$ cat config.mk
export PLATFORM = sky130hd
export DESIGN_NAME = slt_cmp
export DESIGN_NICKNAME = d
export VERILOG_FILES = /design/src/rtl/core/slt_pkg.sv /design/src/rtl/core/slt_cmp.sv
export SDC_FILE = /design/constraint.sdc
export NUM_CORES = 1
export LEC_CHECK = 0
export ABC_AREA = 1
export BUFFER_PORTS_ARGS = -buffer_cell sky130_fd_sc_hd__buf_4
export CAP_MARGIN = 10
export CORE_MARGIN = 2
export CORE_UTILIZATION = 46
export DETAILED_ROUTE_END_ITERATION = 8
export GPL_TIMING_DRIVEN = 0
export PLACE_DENSITY = 0.89
export SYNTH_ARGS = -nofsm -noshare
export SYNTH_HDL_FRONTEND = slang
export SYNTH_SLANG_ARGS = --single-unit
$ cat constraint.sdc
create_clock -name vclk -period 2
set_input_delay 0.2 -clock vclk [all_inputs]
set_output_delay 0.2 -clock vclk [all_outputs]
set_load 0.005 [all_outputs]
$ cat src/rtl/core/slt_pkg.sv
// Package for the sorted key table: shared widths, operation codes,
// sequencer states and the compare unit's result type. No dependencies.
package slt_pkg;

	localparam int unsigned KEY_W     = 32;
	localparam int unsigned KIND_W    = 2;
	localparam int unsigned DEPTH_DEF = 16;

	typedef enum logic [KIND_W-1:0] {
		KIND_INSERT  = 2'd0,
		KIND_REMOVE  = 2'd1,
		KIND_RESTART = 2'd2,
		KIND_NEXT    = 2'd3
	} kind_t;

	typedef enum logic [3:0] {
		ST_IDLE,
		ST_INS_RD,
		ST_INS_CMP,
		ST_REM_RD,
		ST_REM_CMP,
		ST_SH_RD,
		ST_SH_WR,
		ST_NXT_DAT,
		ST_RESP
	} state_t;

	typedef struct packed {
		logic less;   // stored key below search key (signed)
		logic equal;
	} cmp_res_t;

endpackage

$ cat src/rtl/core/slt_cmp.sv
// Shared key compare unit: signed less-than and equality of a stored key
// against the search key. Depends on slt_pkg.
module slt_cmp (
	input  logic signed [slt_pkg::KEY_W-1:0] stored,
	input  logic signed [slt_pkg::KEY_W-1:0] search,
	output slt_pkg::cmp_res_t                res
);

	always_comb begin
		res.less  = (stored < search);
		res.equal = (stored == search);
	end

endmodule

==> reports/results.ini <==
[worst_setup_path]
slowest_stage = ha_1
crit_fanout = 4
cp.depth = 10
crit_path_end = res[1]
worstPathCellList = buf_4, ha_1, a21oi_1, o21a_2, nand2_1, a21oi_2, nand2_1, nand2_1, nand2_1, buf_4
cp_top_family = compound AO/OA/AOI/OAI gates
crit_required_ps = 1800
criticalPathCategory = in -> out
crit_path_max_incr_delay_ps = 340
cp_common_cell = nand2_1
cp-end-kind = output port
critPathArrivalTime_ps = 1430
startpoint = stored[31]
critPathLaunchType = input pin
cp_num_buf_inv = 2

[layout]
seq_cells = 0
insertedDiodeCount = 0
drive_gt1_share_pct = 34.8
nets = 308
clkbuf_count = 0
synthToLayoutAreaGrowth_pct = 59.5
register_area_um2 = 0
fillers = 138
stdcell_count = 235

[floorplanning]
row_count = 15
die_area_um2 = 2290
chipWidth_um = 47.9
ios = 66
dieHeight_um = 47.9
core_area_um2 = 1760
start_util_pct = 50.2

[timing]
tightest_slew_ps = 193
fmax_mhz = 612
setup-violations-final = 0
hold_viol_final = 0
setup_tns_ps = 0
final_max_slew_viol_count = 0
rsz0062_at_grt = no
slew-limit-headroom_pct = 87.0
fin_crit_ps = 1630
finalCritPeriodShare_pct = 81.7

[placement]
place.gp.congestion = 0.764
io_buffer_count = 66
hpwl_um = 2250
place_inst = 235

[global_routing]
grt_usage_pct = 22.0
grt_antenna_before_repair = 0
grt_pass1_wl_um = 3860
grt_max_degree = 5
overflow = 0
grt_pass1_vias = 1163

[outcome]
outcome = complete, no violations

[min_path]
hold_class = in -> out
hold_start = stored[31]

[synth]
yosysTopAreaCell = ha_1
synth-warning-count = 0
synth_nets = 240
synth.distinct_cells = 16
synth.area.top_cells = ha_1 (45%), inv_1 (17%), nand2_1 (14%)
ys_seq_area_share_pct = 0
synth_area_um2 = 886
synth_top_area_share_pct = 45.2
avgSynthCellArea_um2 = 6.15
syn_inst = 144

[power_and_ir_drop]
power.density_nw_per_um2 = 186
peakVddDrop_v = 0.000104
leakage_nw = 0.929

[routing]
vias = 1123
dr.pass1.iters = 4
route.detailed.drc = 0
routed_wl_um = 2330
wire_per_inst_um = 9.91
drt-initial-drc-count = 4
viasPerCell = 4.78
postRouteAntennaNets = 0

[clock_tree]
cts_setup_buffers = 0
holdBufCountCts = 0
ctsResizeCount = 0

[job]
maxCapViolCount = 0

## per-stage QoR
step           instance area, µm²  utilization (%)  setup WS, ps  power (mW)  hold slack [ps]
2_1_floorplan                 886                -           678       0.132              714
3_3_place_gp                 1410             80.1           411       0.248              914
3_5_place_dp                 1410             80.1           358       0.266              927
4_1_cts                      1410             80.1           356       0.267              927
5_1_grt                      1410             80.1           231       0.303              971
6_report                     1410             80.1           366       0.263              922
## synth_stat cells
master	number
nand2_2	2
o21a_2	1
a21oi_1	12
a21oi_2	1
a21o_1	1
nand2_1	34
ha_1	32
inv_1	40
nor3_1	2
nand4_1	2
nor3_2	1
nor2_2	1
nand3_1	3
nand4_2	1
o21ai_0	2
nor2_1	9
## worst min path at each step
stage / to / slack (ps) / cells after the start
floorplan: res[1] / 710 / 4
finish: res[1] / 920 / 5
CTS: res[1] / 930 / 5
global placement: res[1] / 910 / 5
detailed placement: res[1] / 930 / 5
global route: res[0] / 970 / 5
## area by class of cell
type                       count  area, µm²  area share [%]
inverter                      40        150            10.6
multi-input combinational    104        736            52.1
timing repair buffer          66        495            35.1
tap                           25       31.3            2.21
## logic make-up after synthesis
logic type                 count (synthesis)  synth area share [%]
adders and majority gates                 32                  45.2
buffers and inverters                     40                  16.9
and+or+nand+nor                           55                  27.1
AOI/OAI and AO/OA                         17                  10.7
## placed cells by master (no fill, tap or decap), types with 2 or more instances in the layout
cell      n
nand3_1   3
o21ai_0   2
nor3_1    2
buf_4    66
a21oi_1  12
ha_1     32
nand2_1  34
inv_1    40
nand2_2   2
nand4_1   2
nor2_1    9
## layer usage
layer | global-route usage [%] | vias up | routed length (µm)
li1 | - | 589 | -
met1 | 19.1 | 478 | 800
met2 | 48.8 | 50 | 1280
met3 | 3.77 | 6 | 205
met4 | 5.95 | 0 | 44
met5 | 0 | - | 0
## report_power, final
group | internal (mW) | switching [mW]
sequential | 0 | 0
combinational | 0.151 | 0.112
clock | 0 | 0
## worst min-delay path, delay by kind of cell
kind | cells | cell delay, ps
adders and majority gates | 1 | 190
buffers and inverters | 2 | 180
and+or+nand+nor | 2 | 150
Note: power is estimated with default switching activity, not from simulation.
