==> config.mk <==
export PLATFORM = sky130hd
export DESIGN_NAME = slt_ram
export DESIGN_NICKNAME = d
export VERILOG_FILES = /design/src/rtl/core/slt_ram.sv
export SDC_FILE = /design/constraint.sdc
export NUM_CORES = 1
export LEC_CHECK = 0
export BUFFER_PORTS_ARGS = -buffer_cell sky130_fd_sc_hd__buf_2
export CORE_MARGIN = 2
export CORE_UTILIZATION = 40
export DETAILED_ROUTE_END_ITERATION = 8
export GPL_ROUTABILITY_DRIVEN = 0
export HOLD_SLACK_MARGIN = 0.05
export PLACE_DENSITY = 0.57
export SYNTH_ARGS = -nofsm -noshare
export SYNTH_HDL_FRONTEND = slang
export SYNTH_SLANG_ARGS = --single-unit
==> constraint.sdc <==
create_clock -name clk -period 9.2 [get_ports clk]
set_input_delay 1.38 -clock clk [delete_from_list [all_inputs] [get_ports clk]]
set_output_delay 1.38 -clock clk [all_outputs]
set_load 0.05 [all_outputs]
==> src/rtl/core/slt_ram.sv <==
// Generic single write port, single read port RAM with registered read.
// No dependencies.
module slt_ram #(
	parameter int unsigned WIDTH = 32,
	parameter int unsigned DEPTH = 16,
	localparam int unsigned AW   = (DEPTH > 1) ? $clog2(DEPTH) : 1
) (
	input  logic             clk,
	input  logic             we,
	input  logic [AW-1:0]    waddr,
	input  logic [WIDTH-1:0] wdata,
	input  logic             re,
	input  logic [AW-1:0]    raddr,
	output logic [WIDTH-1:0] rdata
);

	logic [WIDTH-1:0] mem_q [DEPTH];
	logic [WIDTH-1:0] rdata_q;

	always_ff @(posedge clk) begin
		if (we) begin
			mem_q[waddr] <= wdata;
		end
		if (re) begin
			rdata_q <= mem_q[raddr];
		end
	end

	assign rdata = rdata_q;

endmodule

==> flow_summary.ini <==
[outcome]
status = finished, final reports clean

[power]
p_clk_frac = 0.420
total_leakage_power_nw = 7.41
comb_power_share = 0.052
seqPwrFrac = 0.528
power_density_nw_per_um2 = 228
p_sw_w = 0.00111
ir_drop_mv = 0.162
total_power_w = 0.00531
p_int_w = 0.00421
p_sw_frac = 0.208

[global_route]
grt-ovfl-total = 0
grt_pass1_wl_mm = 64.6
track_usage = 0.170
grt_max_degree = 61
grt_pass1_vias = 9571
antenna_found_initial = 4

[drt]
vias = 9076
drc_errors = 0
first_pass_iters = 6
wirelength_mm = 43.6
wl_per_cell_um = 26.1
ant_nets = 0
dr.first_iter.drc_count = 692
via_per_inst = 5.42

[logic_synthesis]
synth-seq-cells = 544
syn_inst = 838
ys_warn_count = 0
synth_top_cell_by_area = edfxtp_1
yosysTopAreaCellShare = 0.810
ys_top_cells_by_area = edfxtp_1 81%, mux4_2 14%, a22oi_1 2.4%, nand2_1 0.61%, buf_4 0.41%
netlist_area_um2 = 20200
synth_area_per_cell_um2 = 24.1
seq_area_frac_synth = 0.810
syn_nets = 881
synthDistinctLibCells = 17

[cts]
holdBufCountCts = 0
post_cts_buffers = 0
cts_resized = 0
cts_buffers = 56
h-tree-depth = 2
insertion_delay_ns = 0.60
tritoncts = yes
clk_pin_slew_ns = 0.06
cts_buffer_depth = 3
cts-root-buf = clkbuf_16
numClockSinks = 544

[finish]
layout.nets = 997
drive_above_1_share = 0.328
fin_cells = 1673
final_common_cell = edfxtp_1
num_antenna_cells = 0
area_growth_pct = 15.6
final_cell_mix = 544 x edfxtp_1, 128 x mux4_2, 72 x buf_2, 64 x a22oi_1, 58 x clkbuf_16
fillCellCount = 4122
fin_util = 0.467

[job]
drv_cap = 0

[timing]
timing.final.ws_setup_ns = 5.89
grt_setup_unrepaired = no
clock-skew-final_ns = 0.0145
min_period_ns = 3.31
fmax_ghz = 0.302
relSlewSlack = 0.420
drv_slew = 0
setup_tns_ns = 0
hold_violations = 0
finalCritPeriodShare = 0.360
setup_viol = 0
worst_pin_slew_ns = 0.871

[die]
rows = 82
initial_core_util = 0.404
ios = 75
die_area_um2 = 52200
core_um2 = 50000
die_h_um = 229
die_w_um = 229

[setup_path]
crit_type = primary input to flip-flop
crit_fanout = 60
cp-end-kind = flip-flop
required_ns = 9.55
cp.arrival_ns = 3.66
setup.worst_path.start_class = primary input

[placement]
port-buffer-count = 74
dp.cells = 1568
post-place-ws_ns = 5.16
dp_hpwl_mm = 21.7

[worst_hold_path]
min_path_type = flip-flop to flip-flop
path summary, 6_finish.rpt:
check / start / endpoint / slack (ns) / depth (start not counted)
setup reg to reg: mem_q[3][0]$_DFFE_PP_ / rdata[0]$_DFFE_PP_ / 7.70 / 3
hold / removal: mem_q[15][1]$_DFFE_PP_ / rdata[1]$_DFFE_PP_ / 0.74 / 3
hold reg to reg: mem_q[15][1]$_DFFE_PP_ / rdata[1]$_DFFE_PP_ / 0.74 / 3
setup / recovery: raddr[0] / rdata[11]$_DFFE_PP_ / 5.89 / 5
worst max-delay path, stage by stage:
cell	delay, ns
clkbuf_8	0.57
buf_4	0.73
mux4_2	0.58
a22oi_1	0.23
nand2_1	0.07
sequential cells by signal, summed over array words and instances (netlist names):
register and count:
rdata 32, mem_q 512
power groups by stage:
stage	clock network, W	logic [W]	registers, W
6_report	0.00223	0.000275	0.00281
3_3_place_gp	0	0.000278	0.00286
4_1_cts	0.00228	0.000281	0.00281
2_1_floorplan	0	0.000133	0.00290
5_1_grt	0.00238	0.000298	0.00281
3_5_place_dp	0	0.000280	0.00286
logic make-up (layout without fill, tap and decap cells):
group | count (synthesis) | in the layout | share of synthesized area
flip-flops | 544 | 544 | 0.810
buffers and inverters | 43 | 206 | 0.0110
multiplexers | 128 | 128 | 0.143
AND/OR/NAND/NOR | 59 | 59 | 0.0125
AO/OA/AOI/OAI | 64 | 64 | 0.0238
cells in the mapped netlist (all sizes together):
library cell / instances
mux4: 128
nand2b: 2
nand2: 33
nor2: 13
nand3b: 2
and2: 1
a22oi: 64
nor2b: 2
edfxtp: 544
or3b: 1
buf: 26
nor3: 4
nand3: 1
clkbuf: 17
cell type report:
cell class	count	area, um2	area share
Sequential cell	544	16300	0.700
Clock buffer	75	1520	0.0649
Timing Repair Buffer	101	584	0.0250
Clock inverter	30	305	0.0131
Tap cell	672	841	0.0360
Multi-Input combinational cell	251	3750	0.161
per-layer routing:
| metal | GRT usage | part of all wire | up-vias |
|---|---|---|---|
| met4 | 0.0402 | 0.019 | 8 |
| met3 | 0.0362 | 0.053 | 73 |
| met1 | 0.234 | 0.44 | 4927 |
| met5 | 0 | 0.0013 | - |
| li1 | - | - | 3848 |
| met2 | 0.279 | 0.49 | 220 |
through the flow:
| stage | hold WS, ns | instance area (um2) |
|---|---|---|
| 3_3_place_gp | 0.727 | 21500 |
| 4_1_cts | 0.742 | 23300 |
| 3_5_place_dp | 0.726 | 21500 |
| 5_1_grt | 0.772 | 23300 |
| 6_report | 0.743 | 23300 |
| 2_1_floorplan | 0.710 | 20200 |
Power figures use the tool's default switching activity.
