===== src/rtl/core/slt_pkg.sv =====
// Package for the sorted key table: shared widths, operation codes,
// sequencer states and the compare unit's result type. No dependencies.
package slt_pkg;

	localparam int unsigned KEY_W     = 32;
	localparam int unsigned KIND_W    = 2;
	localparam int unsigned DEPTH_DEF = 16;

	typedef enum logic [KIND_W-1:0] {
		KIND_INSERT  = 2'd0,
		KIND_REMOVE  = 2'd1,
		KIND_RESTART = 2'd2,
		KIND_NEXT    = 2'd3
	} kind_t;

	typedef enum logic [3:0] {
		ST_IDLE,
		ST_INS_RD,
		ST_INS_CMP,
		ST_REM_RD,
		ST_REM_CMP,
		ST_SH_RD,
		ST_SH_WR,
		ST_NXT_DAT,
		ST_RESP
	} state_t;

	typedef struct packed {
		logic less;   // stored key below search key (signed)
		logic equal;
	} cmp_res_t;

endpackage


===== src/rtl/core/slt_if.sv =====
// Valid/ready channel interfaces for the sorted key table.
// Depends on slt_pkg for the key and kind widths.
interface slt_req_if;
	logic                                valid;
	logic                                ready;
	logic [slt_pkg::KIND_W-1:0]          kind;
	logic signed [slt_pkg::KEY_W-1:0]    key_value;

	modport source (output valid, kind, key_value, input ready);
	modport sink   (input valid, kind, key_value, output ready);
endinterface

interface slt_rsp_if #(
	parameter int unsigned CNT_W = 5
);
	logic                                valid;
	logic                                ready;
	logic                                done_ok;
	logic                                item_valid;
	logic signed [slt_pkg::KEY_W-1:0]    item_value;
	logic [CNT_W-1:0]                    entry_count;

	modport source (output valid, done_ok, item_valid, item_value, entry_count, input ready);
	modport sink   (input valid, done_ok, item_valid, item_value, entry_count, output ready);
endinterface


===== src/rtl/core/slt_ctrl.sv =====
// Sequencer for the sorted key table: scans and shifts the key RAM one
// entry at a time, holds count and iterator, drives the response register.
// Depends on slt_pkg and slt_if.
module slt_ctrl #(
	parameter int unsigned DEPTH  = slt_pkg::DEPTH_DEF,
	localparam int unsigned AW    = (DEPTH > 1) ? $clog2(DEPTH) : 1,
	localparam int unsigned CNT_W = $clog2(DEPTH + 1)
) (
	input  logic                             clk,
	input  logic                             arst_n,
	slt_req_if.sink                          req,
	slt_rsp_if.source                        rsp,
	output logic                             mem_we,
	output logic [AW-1:0]                    mem_waddr,
	output logic signed [slt_pkg::KEY_W-1:0] mem_wdata,
	output logic                             mem_re,
	output logic [AW-1:0]                    mem_raddr,
	input  logic signed [slt_pkg::KEY_W-1:0] mem_rdata,
	input  slt_pkg::cmp_res_t                cmp,
	output logic signed [slt_pkg::KEY_W-1:0] key
);

	localparam logic [CNT_W-1:0] FULL = CNT_W'(DEPTH);

	slt_pkg::state_t state_q, state_n;

	logic signed [slt_pkg::KEY_W-1:0] key_q, key_n;
	logic [CNT_W-1:0] idx_q, idx_n;
	logic [CNT_W-1:0] count_q, count_n;
	logic [CNT_W-1:0] iter_q, iter_n;
	logic             res_ok_q, res_ok_n;
	logic             res_valid_q, res_valid_n;
	logic signed [slt_pkg::KEY_W-1:0] res_value_q, res_value_n;
	logic [CNT_W-1:0] idx_inc;
	logic             rsp_load;

	logic             rsp_valid_q;
	logic             rsp_ok_q;
	logic             rsp_item_valid_q;
	logic signed [slt_pkg::KEY_W-1:0] rsp_value_q;
	logic [CNT_W-1:0] rsp_count_q;

	assign idx_inc = idx_q + 1'b1;
	assign key     = key_q;

	always_ff @(posedge clk or negedge arst_n) begin
		if (!arst_n) begin
			state_q <= slt_pkg::ST_IDLE;
		end else begin
			state_q <= state_n;
		end
	end

	always_comb begin
		state_n     = state_q;
		key_n       = key_q;
		idx_n       = idx_q;
		count_n     = count_q;
		iter_n      = iter_q;
		res_ok_n    = res_ok_q;
		res_valid_n = res_valid_q;
		res_value_n = res_value_q;
		req.ready   = 1'b0;
		mem_we      = 1'b0;
		mem_waddr   = idx_q[AW-1:0];
		mem_wdata   = key_q;
		mem_re      = 1'b0;
		mem_raddr   = idx_q[AW-1:0];
		rsp_load    = 1'b0;

		case (state_q)
			slt_pkg::ST_IDLE: begin
				req.ready = 1'b1;
				if (req.valid) begin
					key_n       = req.key_value;
					res_ok_n    = 1'b0;
					res_valid_n = 1'b0;
					res_value_n = '0;
					case (slt_pkg::kind_t'(req.kind))
						slt_pkg::KIND_INSERT: begin
							idx_n   = count_q;
							state_n = (count_q == FULL) ? slt_pkg::ST_RESP
							                            : slt_pkg::ST_INS_RD;
						end
						slt_pkg::KIND_REMOVE: begin
							idx_n   = '0;
							state_n = slt_pkg::ST_REM_RD;
						end
						slt_pkg::KIND_RESTART: begin
							iter_n  = '0;
							state_n = slt_pkg::ST_RESP;
						end
						slt_pkg::KIND_NEXT: begin
							if (iter_q < count_q) begin
								mem_re    = 1'b1;
								mem_raddr = iter_q[AW-1:0];
								state_n   = slt_pkg::ST_NXT_DAT;
							end else begin
								state_n = slt_pkg::ST_RESP;
							end
						end
						default: state_n = slt_pkg::ST_RESP;
					endcase
				end
			end
			// insert walks down from the tail, moving smaller keys up by one
			slt_pkg::ST_INS_RD: begin
				if (idx_q == '0) begin
					mem_we   = 1'b1;
					count_n  = count_q + 1'b1;
					res_ok_n = 1'b1;
					state_n  = slt_pkg::ST_RESP;
				end else begin
					mem_re    = 1'b1;
					mem_raddr = idx_n[AW-1:0] - 1'b1;
					state_n   = slt_pkg::ST_INS_CMP;
				end
			end
			slt_pkg::ST_INS_CMP: begin
				mem_we = 1'b1;
				if (cmp.less) begin
					mem_wdata = mem_rdata;
					idx_n     = idx_q - 1'b1;
					state_n   = slt_pkg::ST_INS_RD;
				end else begin
					count_n  = count_q + 1'b1;
					res_ok_n = 1'b1;
					state_n  = slt_pkg::ST_RESP;
				end
			end
			slt_pkg::ST_REM_RD: begin
				if (idx_q == count_q) begin
					state_n = slt_pkg::ST_RESP;
				end else begin
					mem_re  = 1'b1;
					state_n = slt_pkg::ST_REM_CMP;
				end
			end
			slt_pkg::ST_REM_CMP: begin
				if (cmp.equal) begin
					res_ok_n = 1'b1;
					state_n  = slt_pkg::ST_SH_RD;
				end else begin
					idx_n   = idx_inc;
					state_n = slt_pkg::ST_REM_RD;
				end
			end
			// close the gap: entry idx takes entry idx+1
			slt_pkg::ST_SH_RD: begin
				if (idx_inc >= count_q) begin
					count_n = count_q - 1'b1;
					state_n = slt_pkg::ST_RESP;
				end else begin
					mem_re    = 1'b1;
					mem_raddr = idx_inc[AW-1:0];
					state_n   = slt_pkg::ST_SH_WR;
				end
			end
			slt_pkg::ST_SH_WR: begin
				mem_we    = 1'b1;
				mem_wdata = mem_rdata;
				idx_n     = idx_inc;
				state_n   = slt_pkg::ST_SH_RD;
			end
			slt_pkg::ST_NXT_DAT: begin
				res_valid_n = 1'b1;
				res_value_n = mem_rdata;
				iter_n      = iter_q + 1'b1;
				state_n     = slt_pkg::ST_RESP;
			end
			slt_pkg::ST_RESP: begin
				if (!rsp_valid_q || rsp.ready) begin
					rsp_load = 1'b1;
					state_n  = slt_pkg::ST_IDLE;
				end
			end
			default: state_n = slt_pkg::ST_IDLE;
		endcase
	end

	always_ff @(posedge clk or negedge arst_n) begin
		if (!arst_n) begin
			count_q     <= '0;
			iter_q      <= '0;
			rsp_valid_q <= 1'b0;
		end else begin
			count_q <= count_n;
			iter_q  <= iter_n;
			if (rsp_load) begin
				rsp_valid_q <= 1'b1;
			end else if (rsp.ready) begin
				rsp_valid_q <= 1'b0;
			end
		end
	end

	always_ff @(posedge clk) begin
		key_q       <= key_n;
		idx_q       <= idx_n;
		res_ok_q    <= res_ok_n;
		res_valid_q <= res_valid_n;
		res_value_q <= res_value_n;
		if (rsp_load) begin
			rsp_ok_q         <= res_ok_q;
			rsp_item_valid_q <= res_valid_q;
			rsp_value_q      <= res_value_q;
			rsp_count_q      <= count_q;
		end
	end

	assign rsp.valid       = rsp_valid_q;
	assign rsp.done_ok     = rsp_ok_q;
	assign rsp.item_valid  = rsp_item_valid_q;
	assign rsp.item_value  = rsp_value_q;
	assign rsp.entry_count = rsp_count_q;

endmodule


===== src/flat_wrapper.sv =====
// flat-port wrapper written by rule: the top's interface ports become plain ports
module slt_ctrl_flat 
#(
	parameter int unsigned DEPTH  = slt_pkg::DEPTH_DEF,
	localparam int unsigned AW    = (DEPTH > 1) ? $clog2(DEPTH) : 1,
	localparam int unsigned CNT_W = $clog2(DEPTH + 1)
)
  (clk, arst_n, mem_we, mem_waddr, mem_wdata, mem_re, mem_raddr, mem_rdata, cmp, key, req_valid, req_kind, req_key_value, req_ready, rsp_valid, rsp_done_ok, rsp_item_valid, rsp_item_value, rsp_entry_count, rsp_ready);
  slt_req_if req_i ();
  slt_rsp_if rsp_i ();
  input  logic clk;
  input  logic arst_n;
  output logic mem_we;
  output logic [AW-1:0] mem_waddr;
  output logic signed [slt_pkg::KEY_W-1:0] mem_wdata;
  output logic mem_re;
  output logic [AW-1:0] mem_raddr;
  input  logic signed [slt_pkg::KEY_W-1:0] mem_rdata;
  input  slt_pkg::cmp_res_t cmp;
  output logic signed [slt_pkg::KEY_W-1:0] key;
  input wire logic [$bits(req_i.valid)-1:0] req_valid;
  input wire logic [$bits(req_i.kind)-1:0] req_kind;
  input wire logic [$bits(req_i.key_value)-1:0] req_key_value;
  output wire logic [$bits(req_i.ready)-1:0] req_ready;
  output wire logic [$bits(rsp_i.valid)-1:0] rsp_valid;
  output wire logic [$bits(rsp_i.done_ok)-1:0] rsp_done_ok;
  output wire logic [$bits(rsp_i.item_valid)-1:0] rsp_item_valid;
  output wire logic [$bits(rsp_i.item_value)-1:0] rsp_item_value;
  output wire logic [$bits(rsp_i.entry_count)-1:0] rsp_entry_count;
  input wire logic [$bits(rsp_i.ready)-1:0] rsp_ready;
  assign req_i.valid = req_valid;
  assign req_i.kind = req_kind;
  assign req_i.key_value = req_key_value;
  assign req_ready = req_i.ready;
  assign rsp_valid = rsp_i.valid;
  assign rsp_done_ok = rsp_i.done_ok;
  assign rsp_item_valid = rsp_i.item_valid;
  assign rsp_item_value = rsp_i.item_value;
  assign rsp_entry_count = rsp_i.entry_count;
  assign rsp_i.ready = rsp_ready;
  slt_ctrl #(.DEPTH(DEPTH)) u_core (.clk(clk), .arst_n(arst_n), .req(req_i), .rsp(rsp_i), .mem_we(mem_we), .mem_waddr(mem_waddr), .mem_wdata(mem_wdata), .mem_re(mem_re), .mem_raddr(mem_raddr), .mem_rdata(mem_rdata), .cmp(cmp), .key(key));
endmodule

===== config.mk =====
export PLATFORM = sky130hd
export DESIGN_NAME = slt_ctrl_flat
export DESIGN_NICKNAME = d
export VERILOG_FILES = /design/src/rtl/core/slt_pkg.sv /design/src/rtl/core/slt_if.sv /design/src/rtl/core/slt_ctrl.sv /design/src/flat_wrapper.sv
export SDC_FILE = /design/constraint.sdc
export NUM_CORES = 1
export LEC_CHECK = 0
export ABC_AREA = 1
export BUFFER_PORTS_ARGS = -buffer_cell sky130_fd_sc_hd__buf_2
export CORE_MARGIN = 2
export CORE_UTILIZATION = 55
export CTS_CLUSTER_SIZE = 24
export DETAILED_ROUTE_END_ITERATION = 7
export HOLD_SLACK_MARGIN = 0.15
export PLACE_DENSITY_LB_ADDON = 0.2
export SYNTH_ARGS = -nofsm -noshare
export SYNTH_HDL_FRONTEND = slang
export SYNTH_SLANG_ARGS = --single-unit

===== constraint.sdc =====
create_clock -name clk -period 9.35 [get_ports clk]
set_input_delay 0.935 -clock clk [delete_from_list [all_inputs] [get_ports clk]]
set_output_delay 0.935 -clock clk [all_outputs]
set_load 0.1 [all_outputs]

==> results.sh <==
export IMPL_outcome="finished, final reports clean"
export IMPL_postSynth_asyncResetShare=0.120
export IMPL_cts_htree_levels=4
export IMPL_worst_path_most_repeated_cell="sky130_fd_sc_hd__nand2_1"
export IMPL_post_cts_resized_instances=0
export IMPL_grt_pass1_vias=4698
export IMPL_place_port_buffers=186
export IMPL_post_route_min_period_ns=4.08
export IMPL_synth_largest_type_area_fraction=0.561
export IMPL_end_kind="output port"
export IMPL_post_synth_instance_area_um2=5890
export IMPL_gp_congestion=0.945
export IMPL_timing_critical_path_cells="ha_1 -> nand3_1 -> xor2_1 -> ha_1 -> nand2_1 -> nor2_1 -> nand2_1 -> nand4_1 -> nand2_1 -> nor2_1 -> o21ai_0 -> buf_2"
export IMPL_max_freq_mhz=245
export IMPL_root_buffer="sky130_fd_sc_hd__clkbuf_8"
export IMPL_track_usage=0.266
export IMPL_antennaDiodeCount=0
export IMPL_compound_gate_fraction_of_synth_area=0.0361
export IMPL_postCtsSetupRepairBufs=0
export IMPL_cts_tree="yes"
export IMPL_timing_setup_critical_path_class="reg2out"
export IMPL_grt_setup_unrepaired="no"
export IMPL_maxCapViolations=0
export IMPL_crit_family="simple AND/OR/NAND/NOR gates"
export IMPL_yosys_cell_types_count=33
export IMPL_ff_latch_area_um2=3680
export IMPL_synthesis_area_per_instance_um2=10.1
export IMPL_yosys_register_bits=125
export IMPL_synthMuxAreaShare=0.00170
export IMPL_worst_setup_path_start_kind="flop"
export IMPL_drt_total_wl_um=15200
export IMPL_area_growth_syn_to_layout_pct=27.8
export IMPL_finalHoldViolCount=0
export IMPL_reg2reg_slack_ns=6.74
export IMPL_skew_ns=0.00983
export IMPL_yosys_area_share_simple=0.215
export IMPL_deepest_clock_path_buffer_count=2
export IMPL_antenna_violating_nets_post_route=0
export IMPL_numCtsBuffers=17
export IMPL_seq_area_frac_synth=0.624
export IMPL_grt_start_max_net_pins=40
export IMPL_n_fill_cell=750
export IMPL_min_period_over_period=0.437
export IMPL_vias=4934
export IMPL_die_height_um=108
export IMPL_placement_rows=37
export IMPL_setup_tns_final_ns=0
export IMPL_core_area_um2=10400
export IMPL_synthesis_yosys_warnings=0
export IMPL_syn_num_nets=673
export IMPL_cts_hold_repair_buffers=0
export IMPL_clock_transition_at_the_register_clock_pins_on_the_worst_setup_and_hold_paths_after_cts_ns=0.06
export IMPL_required_ns=8.42
export IMPL_gate_count_post_synth=585
export IMPL_synth_adder_area_share=0.0353
export IMPL_worst_path_buf_inv=1
export IMPL_multi_input_comb_area_um2=1800
export IMPL_netlist_top_cells_count="sky130_fd_sc_hd__nand2_1 (111), sky130_fd_sc_hd__edfxtp_1 (110), sky130_fd_sc_hd__nand3_1 (93), sky130_fd_sc_hd__inv_1 (83), sky130_fd_sc_hd__nor2_1 (62)"
export IMPL_floorplan_die_area_um2=11600
export IMPL_synth_edf_count=110
export IMPL_grt_antenna_before_repair=0
export IMPL_worstSkewPairLatency_ns=0.51
export IMPL_floorplan_die_width_um=108
export IMPL_clkSinkCount=125
export IMPL_crit_path_max_delay_cell_type="sky130_fd_sc_hd__edfxtp_1"
export IMPL_remaining_drc_errors=0
export IMPL_synth_top_family_by_area="simple AND/OR/NAND/NOR gates"
export IMPL_routedWlPerCell_um=16.5
export IMPL_timing_max_slew_rel_slack=0.196
export IMPL_crit_path_max_incr_delay_ns=0.49
export IMPL_synth_xor_area_share=0.0134
export IMPL_setup_violations_final=0
export IMPL_critPathArrivalTime_ns=3.15
export IMPL_floorplan_initialDensity=0.568
export IMPL_via_per_inst=5.36
export IMPL_final_nets=859
export IMPL_ioPinCount=187
export IMPL_globalRouteOverflowTotal=0
export IMPL_worst_r2r_startpoint="u_core.state_q[1]"
export IMPL_synth_ff_type="sky130_fd_sc_hd__edfxtp_1"
export IMPL_yosys_cell_count_top_type="sky130_fd_sc_hd__nand2_1"
export IMPL_synth_top_cell_by_area="sky130_fd_sc_hd__edfxtp_1"
export IMPL_grt_pass1_wl_um=23100
export IMPL_timing_final_max_slew_violations=0
export IMPL_post_dp_hpwl_um=10900
export IMPL_drtPass1Iterations=8
export IMPL_crit_path_max_fanout=7
export IMPL_layout_cell_share_with_drive_strength_beyond_1=0.300
export IMPL_timing_hold_worst_class="in2async"
export IMPL_transition_time_of_the_tightest_slew_check_pin_ns=1.20
export IMPL_worst_setup_path_startpoint="u_core.idx_q[0]"
export IMPL_netlist_top_cells_area="sky130_fd_sc_hd__edfxtp_1 (56%), sky130_fd_sc_hd__nand3_1 (7.9%), sky130_fd_sc_hd__nand2_1 (7.1%)"
export IMPL_drtIter0Drc=444
## cells in the final DEF, fill, tap and decap left out, types with 2 or more instances in the layout
master,synthesis,final
sky130_fd_sc_hd__a21oi_1,12,12
sky130_fd_sc_hd__buf_2,7,186
sky130_fd_sc_hd__buf_4,4,2
sky130_fd_sc_hd__bufinv_16,0,3
sky130_fd_sc_hd__clkbuf_16,0,16
sky130_fd_sc_hd__clkinv_1,1,3
sky130_fd_sc_hd__clkinv_4,0,3
sky130_fd_sc_hd__dfrtp_1,15,15
sky130_fd_sc_hd__edfxtp_1,110,110
sky130_fd_sc_hd__ha_1,15,15
sky130_fd_sc_hd__inv_1,83,83
sky130_fd_sc_hd__inv_2,5,5
sky130_fd_sc_hd__inv_6,0,3
sky130_fd_sc_hd__inv_8,0,2
sky130_fd_sc_hd__nand2_1,111,111
sky130_fd_sc_hd__nand2_2,2,2
sky130_fd_sc_hd__nand2_4,2,2
sky130_fd_sc_hd__nand3_1,93,93
sky130_fd_sc_hd__nand4_1,7,7
sky130_fd_sc_hd__nor2_1,62,60
sky130_fd_sc_hd__nor2_4,2,4
sky130_fd_sc_hd__o21ai_0,21,20
sky130_fd_sc_hd__o221ai_1,3,3
sky130_fd_sc_hd__xnor2_1,3,3
sky130_fd_sc_hd__xor2_1,6,6
## final timing paths
kind                                        endpoint  depth (start not counted)
max in group asynchronous          u_core.count_q[3]                          1
hold reg to reg            u_core.rsp.item_value[31]                          0
setup reg to reg                     u_core.idx_q[0]                          5
setup / recovery                        mem_raddr[0]                         12
hold / removal                      u_core.iter_q[4]                          1
min in group clk           u_core.rsp.item_value[31]                          0
## per-layer routing
metal  GRT usage  wire length, um
met1       0.343             6210
met2       0.447             7610
met3      0.0551             1210
met4      0.0952              185
met5           0                0
## final cells by class
type	instances	share of cell area
sequential	125	0.488
multi-input combinational	350	0.239
inverter	89	0.0444
clock inverter	15	0.0246
timing repair buffer	188	0.126
clock buffer	17	0.0550
tap	136	0.0226
## cell families (layout without fill, tap and decap cells)
group	Yosys count	count (layout)
buf+inv	110	309
flops	125	125
mux	1	1
xor+xnor	9	9
fa+ha+maj	16	16
simple gates	285	285
compound gates	39	39
## metrics by stage
step	util	instance area, um^2	setup WS (ns)	cells	hold WS (ns)
global route	0.726	7530	5.00	920	0.356
detailed placement	0.668	6930	5.69	888	0.405
finish	0.726	7530	5.27	920	0.340
CTS	0.726	7530	5.24	920	0.353
global placement	0.668	6930	5.76	888	0.401
floorplan	-	5890	4.56	585	0.400
## sequential cells by signal (all words and copies together) (netlist names)
signal and flops:
u_core.idx_q 5, u_core.res_valid_q 1, u_core.res_value_q 32, u_core.rsp.valid 1
u_core.iter_q 5, u_core.rsp.done_ok 1, u_core.res_ok_q 1, u_core.rsp.item_value 32
u_core.state_q 4, u_core.rsp.entry_count 5, u_core.rsp.item_valid 1, u_core.count_q 5
u_core.key 32
Power is left out: the tool's default activity adds up to more than one toggle a clock period on the data nets, which glitch-free logic cannot reach.
